<file path="src/hdl/opt_pkg.sv">
`default_nettype none

package opt_pkg;

  // Field widths of the item and result channels.
  localparam int unsigned TICK_W  = 32;
  localparam int unsigned KEY_W   = 32;
  localparam int unsigned MODE_W  = 2;
  localparam int unsigned COUNT_W = 5;

  // Operation codes carried by the mode field.
  localparam logic [MODE_W-1:0] MODE_RECORD = 2'd0;
  localparam logic [MODE_W-1:0] MODE_ACK    = 2'd1;
  localparam logic [MODE_W-1:0] MODE_EXPIRE = 2'd2;
  localparam logic [MODE_W-1:0] MODE_CLEAR  = 2'd3;

  // One table entry as it is kept in the entry memory.
  typedef struct packed {
    logic [TICK_W-1:0] tick;
    logic [KEY_W-1:0]  key;
  } entry_t;

  localparam int unsigned ENTRY_W = $bits(entry_t);

endpackage

`default_nettype wire

</file>
<file path="src/hdl/ordered_pending_table.sv">
`default_nettype none

// Ordered pending table: an age-ordered table of up to CAPACITY entries, each
// a tick stamp and a key. An item on the input channel (mode, tick, key)
// records, acks, expires or clears, and each item gives exactly one result
// (found, evicted, count) on the output channel. Both channels use valid and
// ready. The block takes one item at a time: in_ready_o is high only while
// the sequencer is idle.
// Record and clear, like ack and expire on an empty table, go from idle
// directly to the final state, which loads the output register. Ack and
// expire stream every valid entry through the single read port of the entry
// memory, one entry per cycle, and compact the survivors through the write
// port behind the reads before they reach the final state. The next item is
// taken once the sequencer is back in idle. A full-table record is a single
// write because the table is kept as a ring with a head pointer.
// Reset empties the table at once: only the fill count and head pointer are
// cleared, and the memory is never read beyond the fill count.
// A finished result sits in an output register; if the receiver stalls,
// the sequencer waits in its final state and the next item is not taken
// until the held result has been delivered.

module ordered_pending_table #(
  parameter int unsigned CAPACITY = 16
) (
  input  wire logic                             clk_i,
  input  wire logic                             rst_ni,
  input  wire logic                             in_valid_i,
  output logic                                  in_ready_o,
  input  wire logic [opt_pkg::MODE_W-1:0]       mode_i,
  input  wire logic [opt_pkg::TICK_W-1:0]       tick_i,
  input  wire logic [opt_pkg::KEY_W-1:0]        key_i,
  output logic                                  out_valid_o,
  input  wire logic                             out_ready_i,
  output logic                                  found_o,
  output logic                                  evicted_o,
  output logic      [opt_pkg::COUNT_W-1:0]      count_o
);

  localparam int unsigned AW = $clog2(CAPACITY);
  localparam int unsigned CW = $clog2(CAPACITY + 1);
  localparam int unsigned SW = AW + 1;

  localparam logic [1:0] ST_IDLE = 2'd0;
  localparam logic [1:0] ST_SCAN = 2'd1;
  localparam logic [1:0] ST_FIN  = 2'd2;

  // Advance a ring pointer, wrapping at the table capacity.
  function automatic logic [AW-1:0] ptr_inc(input logic [AW-1:0] p);
    logic [AW-1:0] r;
    if (p == AW'(CAPACITY - 1)) begin
      r = '0;
    end else begin
      r = p + AW'(1);
    end
    return r;
  endfunction

  // Control state.
  logic [1:0]    state_q, state_d;
  logic [AW-1:0] head_q, head_d;
  logic [CW-1:0] count_q, count_d;
  logic          out_valid_q, out_valid_d;

  // Working registers of the current operation.
  logic [opt_pkg::MODE_W-1:0] mode_q, mode_d;
  logic [opt_pkg::TICK_W-1:0] tick_q, tick_d;
  logic [opt_pkg::KEY_W-1:0]  key_q, key_d;
  logic [CW-1:0]              rd_idx_q, rd_idx_d;
  logic [AW-1:0]              rd_ptr_q, rd_ptr_d;
  logic [AW-1:0]              wr_ptr_q, wr_ptr_d;
  logic [CW-1:0]              wr_cnt_q, wr_cnt_d;
  logic                       data_vld_q, data_vld_d;
  logic                       found_q, found_d;
  logic                       evicted_q, evicted_d;

  // Result register.
  logic                         found_out_q, found_out_d;
  logic                         evicted_out_q, evicted_out_d;
  logic [opt_pkg::COUNT_W-1:0]  count_out_q, count_out_d;

  // Entry memory ports.
  logic                  ram_we;
  logic [AW-1:0]         ram_waddr;
  opt_pkg::entry_t       ram_wdata;
  logic                  ram_re;
  logic [AW-1:0]         ram_raddr;
  opt_pkg::entry_t       ram_rdata;

  logic                  full;
  logic [SW-1:0]         tail_sum;
  logic [AW-1:0]         tail_ptr;
  logic                  drop;
  logic [CW+4:0]         count_wide;

  assign full     = (count_q == CW'(CAPACITY));
  assign tail_sum = SW'(head_q) + SW'(count_q);
  assign tail_ptr = (tail_sum >= SW'(CAPACITY)) ? AW'(tail_sum - SW'(CAPACITY))
                                                : AW'(tail_sum);

  // Ack drops only the first matching key; expire drops every stale tick.
  always_comb begin
    if (mode_q == opt_pkg::MODE_ACK) begin
      drop = !found_q && (ram_rdata.key == key_q);
    end else begin
      drop = (ram_rdata.tick < tick_q);
    end
  end

  always_comb begin
    state_d       = state_q;
    head_d        = head_q;
    count_d       = count_q;
    out_valid_d   = out_valid_q;
    mode_d        = mode_q;
    tick_d        = tick_q;
    key_d         = key_q;
    rd_idx_d      = rd_idx_q;
    rd_ptr_d      = rd_ptr_q;
    wr_ptr_d      = wr_ptr_q;
    wr_cnt_d      = wr_cnt_q;
    data_vld_d    = data_vld_q;
    found_d       = found_q;
    evicted_d     = evicted_q;
    found_out_d   = found_out_q;
    evicted_out_d = evicted_out_q;
    count_out_d   = count_out_q;
    count_wide    = {{5{1'b0}}, count_q};
    ram_we        = 1'b0;
    ram_waddr     = wr_ptr_q;
    ram_wdata     = ram_rdata;
    ram_re        = 1'b0;
    ram_raddr     = rd_ptr_q;

    if (out_valid_q && out_ready_i) begin
      out_valid_d = 1'b0;
    end

    unique case (state_q)
      ST_IDLE: begin
        if (in_valid_i) begin
          mode_d     = mode_i;
          tick_d     = tick_i;
          key_d      = key_i;
          found_d    = 1'b0;
          evicted_d  = 1'b0;
          rd_idx_d   = '0;
          rd_ptr_d   = head_q;
          wr_ptr_d   = head_q;
          wr_cnt_d   = '0;
          data_vld_d = 1'b0;
          unique case (mode_i) inside
            opt_pkg::MODE_RECORD: begin
              ram_we         = 1'b1;
              ram_wdata.tick = tick_i;
              ram_wdata.key  = key_i;
              if (full) begin
                // The oldest entry sits where the new one goes.
                ram_waddr = head_q;
                head_d    = ptr_inc(head_q);
                evicted_d = 1'b1;
              end else begin
                ram_waddr = tail_ptr;
                count_d   = count_q + CW'(1);
              end
              state_d = ST_FIN;
            end
            opt_pkg::MODE_ACK, opt_pkg::MODE_EXPIRE: begin
              state_d = (count_q == '0) ? ST_FIN : ST_SCAN;
            end
            opt_pkg::MODE_CLEAR: begin
              count_d = '0;
              head_d  = '0;
              state_d = ST_FIN;
            end
            default: begin
              state_d = ST_FIN;
            end
          endcase
        end
      end

      ST_SCAN: begin
        // Issue the read of the next entry while the previous one is judged.
        if (rd_idx_q != count_q) begin
          ram_re     = 1'b1;
          ram_raddr  = rd_ptr_q;
          rd_ptr_d   = ptr_inc(rd_ptr_q);
          rd_idx_d   = rd_idx_q + CW'(1);
          data_vld_d = 1'b1;
        end else begin
          data_vld_d = 1'b0;
        end

        // Survivors are written back at the compaction pointer, which never
        // passes the read pointer.
        if (data_vld_q) begin
          if (drop) begin
            if (mode_q == opt_pkg::MODE_ACK) begin
              found_d = 1'b1;
            end
          end else begin
            ram_we    = 1'b1;
            ram_waddr = wr_ptr_q;
            ram_wdata = ram_rdata;
            wr_ptr_d  = ptr_inc(wr_ptr_q);
            wr_cnt_d  = wr_cnt_q + CW'(1);
          end
        end

        if ((rd_idx_q == count_q) && !data_vld_q) begin
          count_d = wr_cnt_q;
          state_d = ST_FIN;
        end
      end

      ST_FIN: begin
        if (!out_valid_q || out_ready_i) begin
          out_valid_d   = 1'b1;
          found_out_d   = found_q;
          evicted_out_d = evicted_q;
          count_out_d   = count_wide[4:0];
          state_d       = ST_IDLE;
        end
      end

      default: begin
        state_d = ST_IDLE;
      end
    endcase
  end

  always_ff @(posedge clk_i or negedge rst_ni) begin
    if (!rst_ni) begin
      state_q     <= ST_IDLE;
      head_q      <= '0;
      count_q     <= '0;
      out_valid_q <= 1'b0;
    end else begin
      state_q     <= state_d;
      head_q      <= head_d;
      count_q     <= count_d;
      out_valid_q <= out_valid_d;
    end
  end

  always_ff @(posedge clk_i) begin
    mode_q        <= mode_d;
    tick_q        <= tick_d;
    key_q         <= key_d;
    rd_idx_q      <= rd_idx_d;
    rd_ptr_q      <= rd_ptr_d;
    wr_ptr_q      <= wr_ptr_d;
    wr_cnt_q      <= wr_cnt_d;
    data_vld_q    <= data_vld_d;
    found_q       <= found_d;
    evicted_q     <= evicted_d;
    found_out_q   <= found_out_d;
    evicted_out_q <= evicted_out_d;
    count_out_q   <= count_out_d;
  end

  opt_ram #(
    .WIDTH (opt_pkg::ENTRY_W),
    .DEPTH (CAPACITY)
  ) u_entry_ram (
    .clk_i   (clk_i),
    .we_i    (ram_we),
    .waddr_i (ram_waddr),
    .wdata_i (ram_wdata),
    .re_i    (ram_re),
    .raddr_i (ram_raddr),
    .rdata_o (ram_rdata)
  );

  assign in_ready_o  = (state_q == ST_IDLE);
  assign out_valid_o = out_valid_q;
  assign found_o     = found_out_q;
  assign evicted_o   = evicted_out_q;
  assign count_o     = count_out_q;

  // The fill count never exceeds the table capacity.
  assert property (@(posedge clk_i) disable iff (!rst_ni)
    count_q <= CW'(CAPACITY))
    else $error("fill count above capacity");

  // Compaction writes never overtake the reads of the same pass.
  assert property (@(posedge clk_i) disable iff (!rst_ni)
    (state_q == ST_SCAN) |-> (wr_cnt_q <= rd_idx_q))
    else $error("compaction pointer passed read pointer");

  // A result never reports both a match and an eviction.
  assert property (@(posedge clk_i) disable iff (!rst_ni)
    out_valid_o |-> !(found_o && evicted_o))
    else $error("found and evicted both set");

  // A result is loaded only as the sequencer returns to idle.
  assert property (@(posedge clk_i) disable iff (!rst_ni)
    (state_q == ST_FIN && (!out_valid_q || out_ready_i)) |=>
      (out_valid_q && state_q == ST_IDLE))
    else $error("result not published on completion");

endmodule

`default_nettype wire

</file>
<file path="src/hdl/opt_ram.sv">
`default_nettype none

module opt_ram #(
  parameter int unsigned WIDTH = 64,
  parameter int unsigned DEPTH = 16
) (
  input  wire logic                     clk_i,
  input  wire logic                     we_i,
  input  wire logic [$clog2(DEPTH)-1:0] waddr_i,
  input  wire logic [WIDTH-1:0]         wdata_i,
  input  wire logic                     re_i,
  input  wire logic [$clog2(DEPTH)-1:0] raddr_i,
  output logic      [WIDTH-1:0]         rdata_o
);

  logic [WIDTH-1:0] mem_q [DEPTH];

  always_ff @(posedge clk_i) begin
    if (we_i) begin
      mem_q[waddr_i] <= wdata_i;
    end
  end

  always_ff @(posedge clk_i) begin
    if (re_i) begin
      rdata_o <= mem_q[raddr_i];
    end
  end

endmodule

`default_nettype wire

</file>
<file path="config.mk">
export PLATFORM = sky130hd
export DESIGN_NAME = ordered_pending_table
export DESIGN_NICKNAME = d
export VERILOG_FILES = /design/src/hdl/opt_pkg.sv /design/src/hdl/ordered_pending_table.sv /design/src/hdl/opt_ram.sv
export SDC_FILE = /design/constraint.sdc
export NUM_CORES = 1
export LEC_CHECK = 0
export ABC_CLOCK_PERIOD_IN_PS = 17710
export BUFFER_PORTS_ARGS = -buffer_cell sky130_fd_sc_hd__buf_2
export CORE_MARGIN = 2
export CORE_UTILIZATION = 40
export DETAILED_ROUTE_END_ITERATION = 8
export SLEW_MARGIN = 0
export SYNTH_ARGS = -nofsm -noshare
export SYNTH_HDL_FRONTEND = slang
export SYNTH_SLANG_ARGS = --single-unit
</file>
<file path="constraint.sdc">
create_clock -name clk_i -period 17.71 [get_ports clk_i]
set_input_delay 5.313 -clock clk_i [delete_from_list [all_inputs] [get_ports clk_i]]
set_output_delay 5.313 -clock clk_i [all_outputs]
set_load 0.02 [all_outputs]
</file>
==> results.ini, run 1 <==
[synth]
synth_flop_cell=sky130_fd_sc_hd__edfxtp_1
synth_fp_nets=2755
synth.ff_latch_count=1194
yosysSeqAreaShare_pct=75.6
post_synth_edffs=1182
distinct_cells_synth=64
synth-async-reset-ratio_pct=1.01
syn_avg_cell_area_um2=17.9
post_synth_inst_count=2641
syn-cell-area_um2=47400
synth_warnings=0

[floorplan]
fp.dieH_um=348
coreArea_um2=118000
io-pin-count=79
rows=126
effective_utilization_at_floorplan_pct=40.2
die_x_extent_um=348
die_area_um2=121000

[routing]
routed-via-count=24800
drt_drc_violations_left=0
drt_iter0_markers=2556
routedWlPerCell_um=26.5
drt-vias-per-instance=5.65
drt_wl_total_um=116000
firstDrtPassIters=6
route.antenna.remaining_nets=0

[placement]
detailed_place_hpwl_um=59700
buffer_ports.inserted=78
finalWeightedCongestion=0.780
place_ws_ps=6880

[timing]
worst_clock_skew_ps=31.6
layout_min_cycle_time_ps=10090
max_clock_freq_mhz=99.1
setup_viol=0
report.final.slew_viol_count=0
grt_setup_unrepaired=false
timing.final.hold_violations=0
timing.final.ws_setup_ps=7620
max_slew_margin_pct=19.1
setup_total_negative_slack_ps=0
final_min_period_over_clock_period_pct=57.0
worst_slew_pin_slew_ps=1200

[layout]
final_util_pct=45.3
layout.cells.most_common=sky130_fd_sc_hd__edfxtp_1
final_layout_size_suffix_gt1_share_pct=18.0
flow.area_growth_from_synthesis_pct=12.6
n_antenna_cell=0
fin_nets=2882
layout.cells.most_common_list=1182 x sky130_fd_sc_hd__edfxtp_1, 285 x sky130_fd_sc_hd__nand2_1, 193 x sky130_fd_sc_hd__mux2i_1

[setup_path]
worstPathRequired_ps=18030
type_of_element_launching_the_critical_path=input pin
worst-path-max-fanout=59
critPathKind=input pin to flop
cp.arrival_ps=10410
category_of_the_worst_setup_path_capture_point=flop

[power_and_ir_drop]
power_density_nw_per_um2=174
vdd_drop_max_v=0.000165
total_power_mw=9.27
leakagePower_nw=17.7
power_frac_clock_pct=25.6
power.share.combinational_pct=29.6
intPower_mw=6.24
power.share.switching_pct=32.7
total_switching_power_mw=3.03
share_seq_of_total_power_pct=44.7

[global_route]
global_route.usage.total_pct=19.2
grt_pass1_vias=25400
grt_first_pass_wirelength_um=172000
grt_remaining_overflow=0
grt_antenna_before_repair=1
grt_start_max_net_pins=134

[clocking]
cts-htree-levels=3
cts_tree=yes
clk-insertion-delay-late_ps=690
postCtsHoldBufs=0
clkSinkCount=1194
cts_post_setup_buffers_inserted=0
cts_inserted_buffers=121
cts-resized-gates=0
clk_path_buf_depth=3
clockRootBuffer=sky130_fd_sc_hd__clkbuf_16
clk_pin_slew_ps=60

[run_status]
run_status=finished, final reports clean

[run]
drv_cap=0

[hold_path]
min-delay-path-class=flop to flop

## Yosys cell counts (2+ instances only)
library cell	number	area, um2
sky130_fd_sc_hd__edfxtp_1	1182	35500
sky130_fd_sc_hd__nand2_1	287	1080
sky130_fd_sc_hd__mux2i_1	193	1930
sky130_fd_sc_hd__o21ai_0	142	711
sky130_fd_sc_hd__mux4_2	128	2880
sky130_fd_sc_hd__a21oi_1	89	445
sky130_fd_sc_hd__clkbuf_1	72	270
sky130_fd_sc_hd__a221oi_1	66	578
sky130_fd_sc_hd__a22oi_1	65	488
sky130_fd_sc_hd__mux2_2	65	732
sky130_fd_sc_hd__buf_2	45	225
sky130_fd_sc_hd__ha_1	43	538
sky130_fd_sc_hd__inv_1	43	161
sky130_fd_sc_hd__xnor2_1	42	368
sky130_fd_sc_hd__nor2_1	25	93.8
sky130_fd_sc_hd__nand4_1	14	87.6
sky130_fd_sc_hd__nand3_1	13	65.1
sky130_fd_sc_hd__dfrtp_1	12	300
sky130_fd_sc_hd__nor4_1	10	62.6
sky130_fd_sc_hd__nand2b_1	8	50.1
sky130_fd_sc_hd__and2_1	7	43.8
sky130_fd_sc_hd__a31oi_1	6	37.5
sky130_fd_sc_hd__buf_1	6	22.5
sky130_fd_sc_hd__buf_4	5	37.5
sky130_fd_sc_hd__xor2_1	5	43.8
sky130_fd_sc_hd__and3_1	4	25.0
sky130_fd_sc_hd__nor2b_1	4	25.0
sky130_fd_sc_hd__nor3_1	4	20.0
sky130_fd_sc_hd__nor4b_1	4	35.0
sky130_fd_sc_hd__o21ai_1	4	20.0
sky130_fd_sc_hd__a211oi_1	3	22.5
sky130_fd_sc_hd__nor4b_2	3	45.0
sky130_fd_sc_hd__a21o_1	2	15.0
sky130_fd_sc_hd__a311o_1	2	20.0
sky130_fd_sc_hd__a31o_1	2	17.5
sky130_fd_sc_hd__and4b_1	2	20.0
sky130_fd_sc_hd__buf_6	2	22.5
sky130_fd_sc_hd__nor2_2	2	12.5
sky130_fd_sc_hd__nor3b_1	2	15.0
sky130_fd_sc_hd__o311ai_0	2	17.5
sky130_fd_sc_hd__o31ai_1	2	15.0
sky130_fd_sc_hd__or2_2	2	12.5
## area by class of cell
type                    instances  area (um2)
clock inverters                53         445
clock buffers                 158        3210
inverters                      44         168
multi-input cells            1273       10900
well taps                    1536        1920
fillers                      9938       64400
flip-flops and latches       1194       35800
repair buffers                134         836
## path summary, 6_finish.rpt
kind	from	end	slack (ps)	cells after the start
setup / recovery	in_valid_i	u_entry_ram.mem_q[1][55]	7620	12
hold / removal	evicted_q	evicted_o	440	0
setup reg to reg	state_q[0]	u_entry_ram.mem_q[1][55]	11710	12
hold reg to reg	evicted_q	evicted_o	440	0
max in group asynchronous	rst_ni	head_q[1]	12950	1
min in group asynchronous	rst_ni	out_valid_o	4530	1
## registers in the layout, indices dropped and copies added, names as in the netlist, 2 cells and up
name and cells:
count_o 5, count_q 5, head_q 4, key_q 32, mode_q 2, rd_idx_q 5
rd_ptr_q 4, state_q 2, tick_q 32, u_entry_ram.mem_q 1024, u_entry_ram.rdata_o 64, wr_cnt_q 5
wr_ptr_q 4
## per-layer routing
| metal | global-route usage (%) | vias up | part of all wire [%] | routed length [um] |
|---|---|---|---|---|
| met4 | 5.00 | 0 | 2.4 | 2800 |
| met2 | 31.7 | 889 | 49 | 56700 |
| li1 | - | 10800 | - | - |
| met1 | 26.8 | 13000 | 43 | 50300 |
| met3 | 2.64 | 180 | 5.7 | 6660 |
| met5 | 0 | - | 0 | 0 |
## power groups by stage
stage / combinational, mW / sequential (mW) / clock (mW)
final: 2.75 / 4.15 / 2.38
after global routing: 3.00 / 4.18 / 2.54
after CTS: 2.76 / 4.15 / 2.42
after detailed placement: 2.75 / 4.20 / 0
after global placement: 2.68 / 4.19 / 0
after floorplan: 1.87 / 4.17 / 0
## kinds of logic after synthesis
| family | after synthesis | share of synthesized area [%] |
|---|---|---|
| adders and majority gates | 44 | 1.18 |
| xor gates and xnor gates | 48 | 0.904 |
| muxes | 387 | 11.8 |
| buffers and inverters | 174 | 1.57 |
| DFF | 1194 | 75.6 |
| and+or+nand+nor | 398 | 3.72 |
| AOI/OAI and AO/OA | 396 | 5.28 |
## worst max-delay path, cell delays in order
cell and delay, ps:
sky130_fd_sc_hd__buf_2 110, sky130_fd_sc_hd__nand2_1 140, sky130_fd_sc_hd__inv_4 300, sky130_fd_sc_hd__buf_4 860
sky130_fd_sc_hd__and2_4 490, sky130_fd_sc_hd__buf_4 840, sky130_fd_sc_hd__nand2_1 150, sky130_fd_sc_hd__o21ai_0 150
sky130_fd_sc_hd__or2_1 290, sky130_fd_sc_hd__nor4b_4 260, sky130_fd_sc_hd__buf_4 790, sky130_fd_sc_hd__buf_4 580
## through the flow
step	hold slack (ps)	std cells	area [um2]
after floorplan	400	2641	47400
after global routing	461	4392	53300
after global placement	431	4181	49700
after detailed placement	423	4181	49700
after CTS	437	4392	53300
final	440	4392	53300
(Power assumes the default switching activity.)
==> inputs of run 2 (changes only) <==
Settings changed: ABC_AREA set to 1, ABC_CLOCK_PERIOD_IN_PS 17710 to 8600.
Clock period 17.71 ns to 8.6 ns, I/O delays scaled along.
==> results.ini, run 2 <==
[run_status]
run_status=finished, final reports clean

[power_and_ir_drop]
power_density_nw_per_um2=359
vdd_drop_max_v=0.000219
leakagePower_nw=18.1

[synth]
synth_area_leader_cell=sky130_fd_sc_hd__edfxtp_1
synth.ff_latch_count=1194
synth_top_cells_by_count=1182 x sky130_fd_sc_hd__edfxtp_1, 694 x sky130_fd_sc_hd__nand2_1, 306 x sky130_fd_sc_hd__nor2_1
synth-async-reset-ratio_pct=1.01
synth_flop_cell=sky130_fd_sc_hd__edfxtp_1
area_share_of_the_largest_cell_type_after_synthesis_pct=74.6
synth_most_common_cell=sky130_fd_sc_hd__edfxtp_1
post_synth_edffs=1182
post_synth_inst_count=3611
yosysSeqAreaShare_pct=75.2
syn-cell-area_um2=47600
distinct_cells_synth=38
synth_area_leaders=sky130_fd_sc_hd__edfxtp_1 75%, sky130_fd_sc_hd__nand2_1 5.5%, sky130_fd_sc_hd__o21ai_0 3.2%, sky130_fd_sc_hd__nor2_1 2.4%, sky130_fd_sc_hd__a21oi_1 2.0%
syn_avg_cell_area_um2=13.2
synth_fp_nets=3725
synth_warnings=0

[run]
drv_cap=0

[setup_path]
slowest_cp_cell=sky130_fd_sc_hd__buf_4
rr_endpoint=u_entry_ram.mem_q[7][24]
crit_path_max_incr_delay_ps=910
category_of_the_worst_setup_path_capture_point=flop
path_delay_family=buffers and inverters
worst_path_most_repeated_cell=sky130_fd_sc_hd__buf_4
cp.arrival_ps=6480
r2r_cells=6
critPathCapture=u_entry_ram.mem_q[7][24]
worstPathRequired_ps=8950
worst_r2r_startpoint=state_q[1]
worst-r2r-setup-slack_ps=3950
worst-path-max-fanout=52
cp_num_buf_inv=4
worst-path-stages=10
type_of_element_launching_the_critical_path=input pin
launching_element_of_the_worst_setup_path=mode_i[0]
crit_path_cell_trace=buf_2 > inv_1 > ha_1 > nand2_4 > buf_4 > nand2_1 > nand2_2 > nand3_1 > a21oi_4 > buf_4
critPathKind=input pin to flop

[global_route]
grt_pass1_vias=28200
grt_start_max_net_pins=146
grt_first_pass_wirelength_um=186000
global_route.usage.total_pct=20.5
grt_remaining_overflow=0
grt_antenna_before_repair=2

[clocking]
cts-resized-gates=0
clockRootBuffer=sky130_fd_sc_hd__clkbuf_16
cts_post_setup_buffers_inserted=0
clk_path_buf_depth=3
clk-insertion-delay-late_ps=710
clkSinkCount=1194
cts-htree-levels=3
cts_inserted_buffers=120
postCtsHoldBufs=0
cts_tree=yes
clk_pin_slew_ps=60

[routing]
drt_wl_total_um=127000
firstDrtPassIters=6
drt_iter0_markers=3112
routed-via-count=29500
route.antenna.remaining_nets=0
routedWlPerCell_um=23.9
drt_drc_violations_left=0
drt-vias-per-instance=5.56

[floorplan]
rows=126
io-pin-count=79
die_x_extent_um=349
effective_utilization_at_floorplan_pct=40.3
fp.dieH_um=349
die_area_um2=122000
coreArea_um2=118000

[timing]
worst_slew_pin_slew_ps=1170
final_min_period_over_clock_period_pct=71.3
setup_viol=0
timing.final.hold_violations=0
worst_clock_skew_ps=28.2
hold_ws_ps=448
layout_min_cycle_time_ps=6130
max_clock_freq_mhz=163
timing.final.ws_setup_ps=2470
setup_total_negative_slack_ps=0
report.final.slew_viol_count=0
grt_setup_unrepaired=false
max_slew_margin_pct=22.3

[placement]
finalWeightedCongestion=0.776
buffer_ports.inserted=78
place_ws_ps=1700
detailed_place_hpwl_um=65300

[layout]
registers.top_by_ff_count=u_entry_ram.mem_q
fin_nets=3783
largest_register_ff_count=1024
layout.cells.most_common_list=1182 x sky130_fd_sc_hd__edfxtp_1, 693 x sky130_fd_sc_hd__nand2_1, 306 x sky130_fd_sc_hd__nor2_1
layout_top_registers=u_entry_ram.mem_q x1024, u_entry_ram.rdata_o x64
final_layout_size_suffix_gt1_share_pct=9.79
n_antenna_cell=0
layout.cells.most_common=sky130_fd_sc_hd__edfxtp_1
flow.area_growth_from_synthesis_pct=12.8

[hold_path]
hold_depth=0
min-delay-path-class=flop to flop

## run 2: worst min-delay path by stage
stage,start,end,slack [ps]
after floorplan,evicted_q,evicted_o,400
after global placement,found_q,found_o,440
after detailed placement,found_q,found_o,440
after CTS,found_q,found_o,450
after global routing,found_q,found_o,460
final,found_q,found_o,450
## run 2: logic make-up after synthesis
group / share of synthesized area (%)
simple gates: 10.6
xor+xnor: 0.625
flops: 75.2
fa+ha+maj: 1.17
compound gates: 9.44
buf+inv: 2.99
## run 2: power breakdown
part	internal [mW]	switching, mW	leakage, nW
logic	1.49	4.47	5.41
registers	7.87	0.264	10.8
clock network	2.97	2.19	1.90
total	12.3	6.92	18.1
## run 2: area by class of cell
class | count | area, um2
clock buffers | 145 | 3140
inverters | 120 | 470
clock inverters | 79 | 723
multi-input cells | 2081 | 10600
repair buffers | 152 | 1060
well taps | 1536 | 1920
flip-flops and latches | 1194 | 35800
fillers | 10500 | 64400
## run 2: routing by layer
layer / up-vias / track usage [%] / part of all wire [%]
li1: 13400 / - / -
met4: 0 / 5.38 / 2.3
met3: 193 / 2.60 / 5.9
met1: 14900 / 28.4 / 43
met2: 1017 / 34.2 / 49
met5: - / 0 / 0
## run 2: metrics by stage
step / total power [mW] / area [um2] / utilization [%] / instances
after floorplan: 12.1 / 47600 / - / 3611
after global placement: 14.1 / 49800 / 42.2 / 5083
after detailed placement: 14.2 / 49800 / 42.2 / 5083
after CTS: 19.3 / 53700 / 45.5 / 5307
after global routing: 20.2 / 53700 / 45.5 / 5307
final: 19.3 / 53700 / 45.5 / 5307
## run 2: worst reg2reg max path, stage by stage (launching register included)
cell and delay (ps):
sky130_fd_sc_hd__dfrtp_1 420, sky130_fd_sc_hd__nor2_2 680, sky130_fd_sc_hd__inv_1 450, sky130_fd_sc_hd__nor2_1 290, sky130_fd_sc_hd__nand3_2 720, sky130_fd_sc_hd__a21oi_4 1220, sky130_fd_sc_hd__buf_4 530
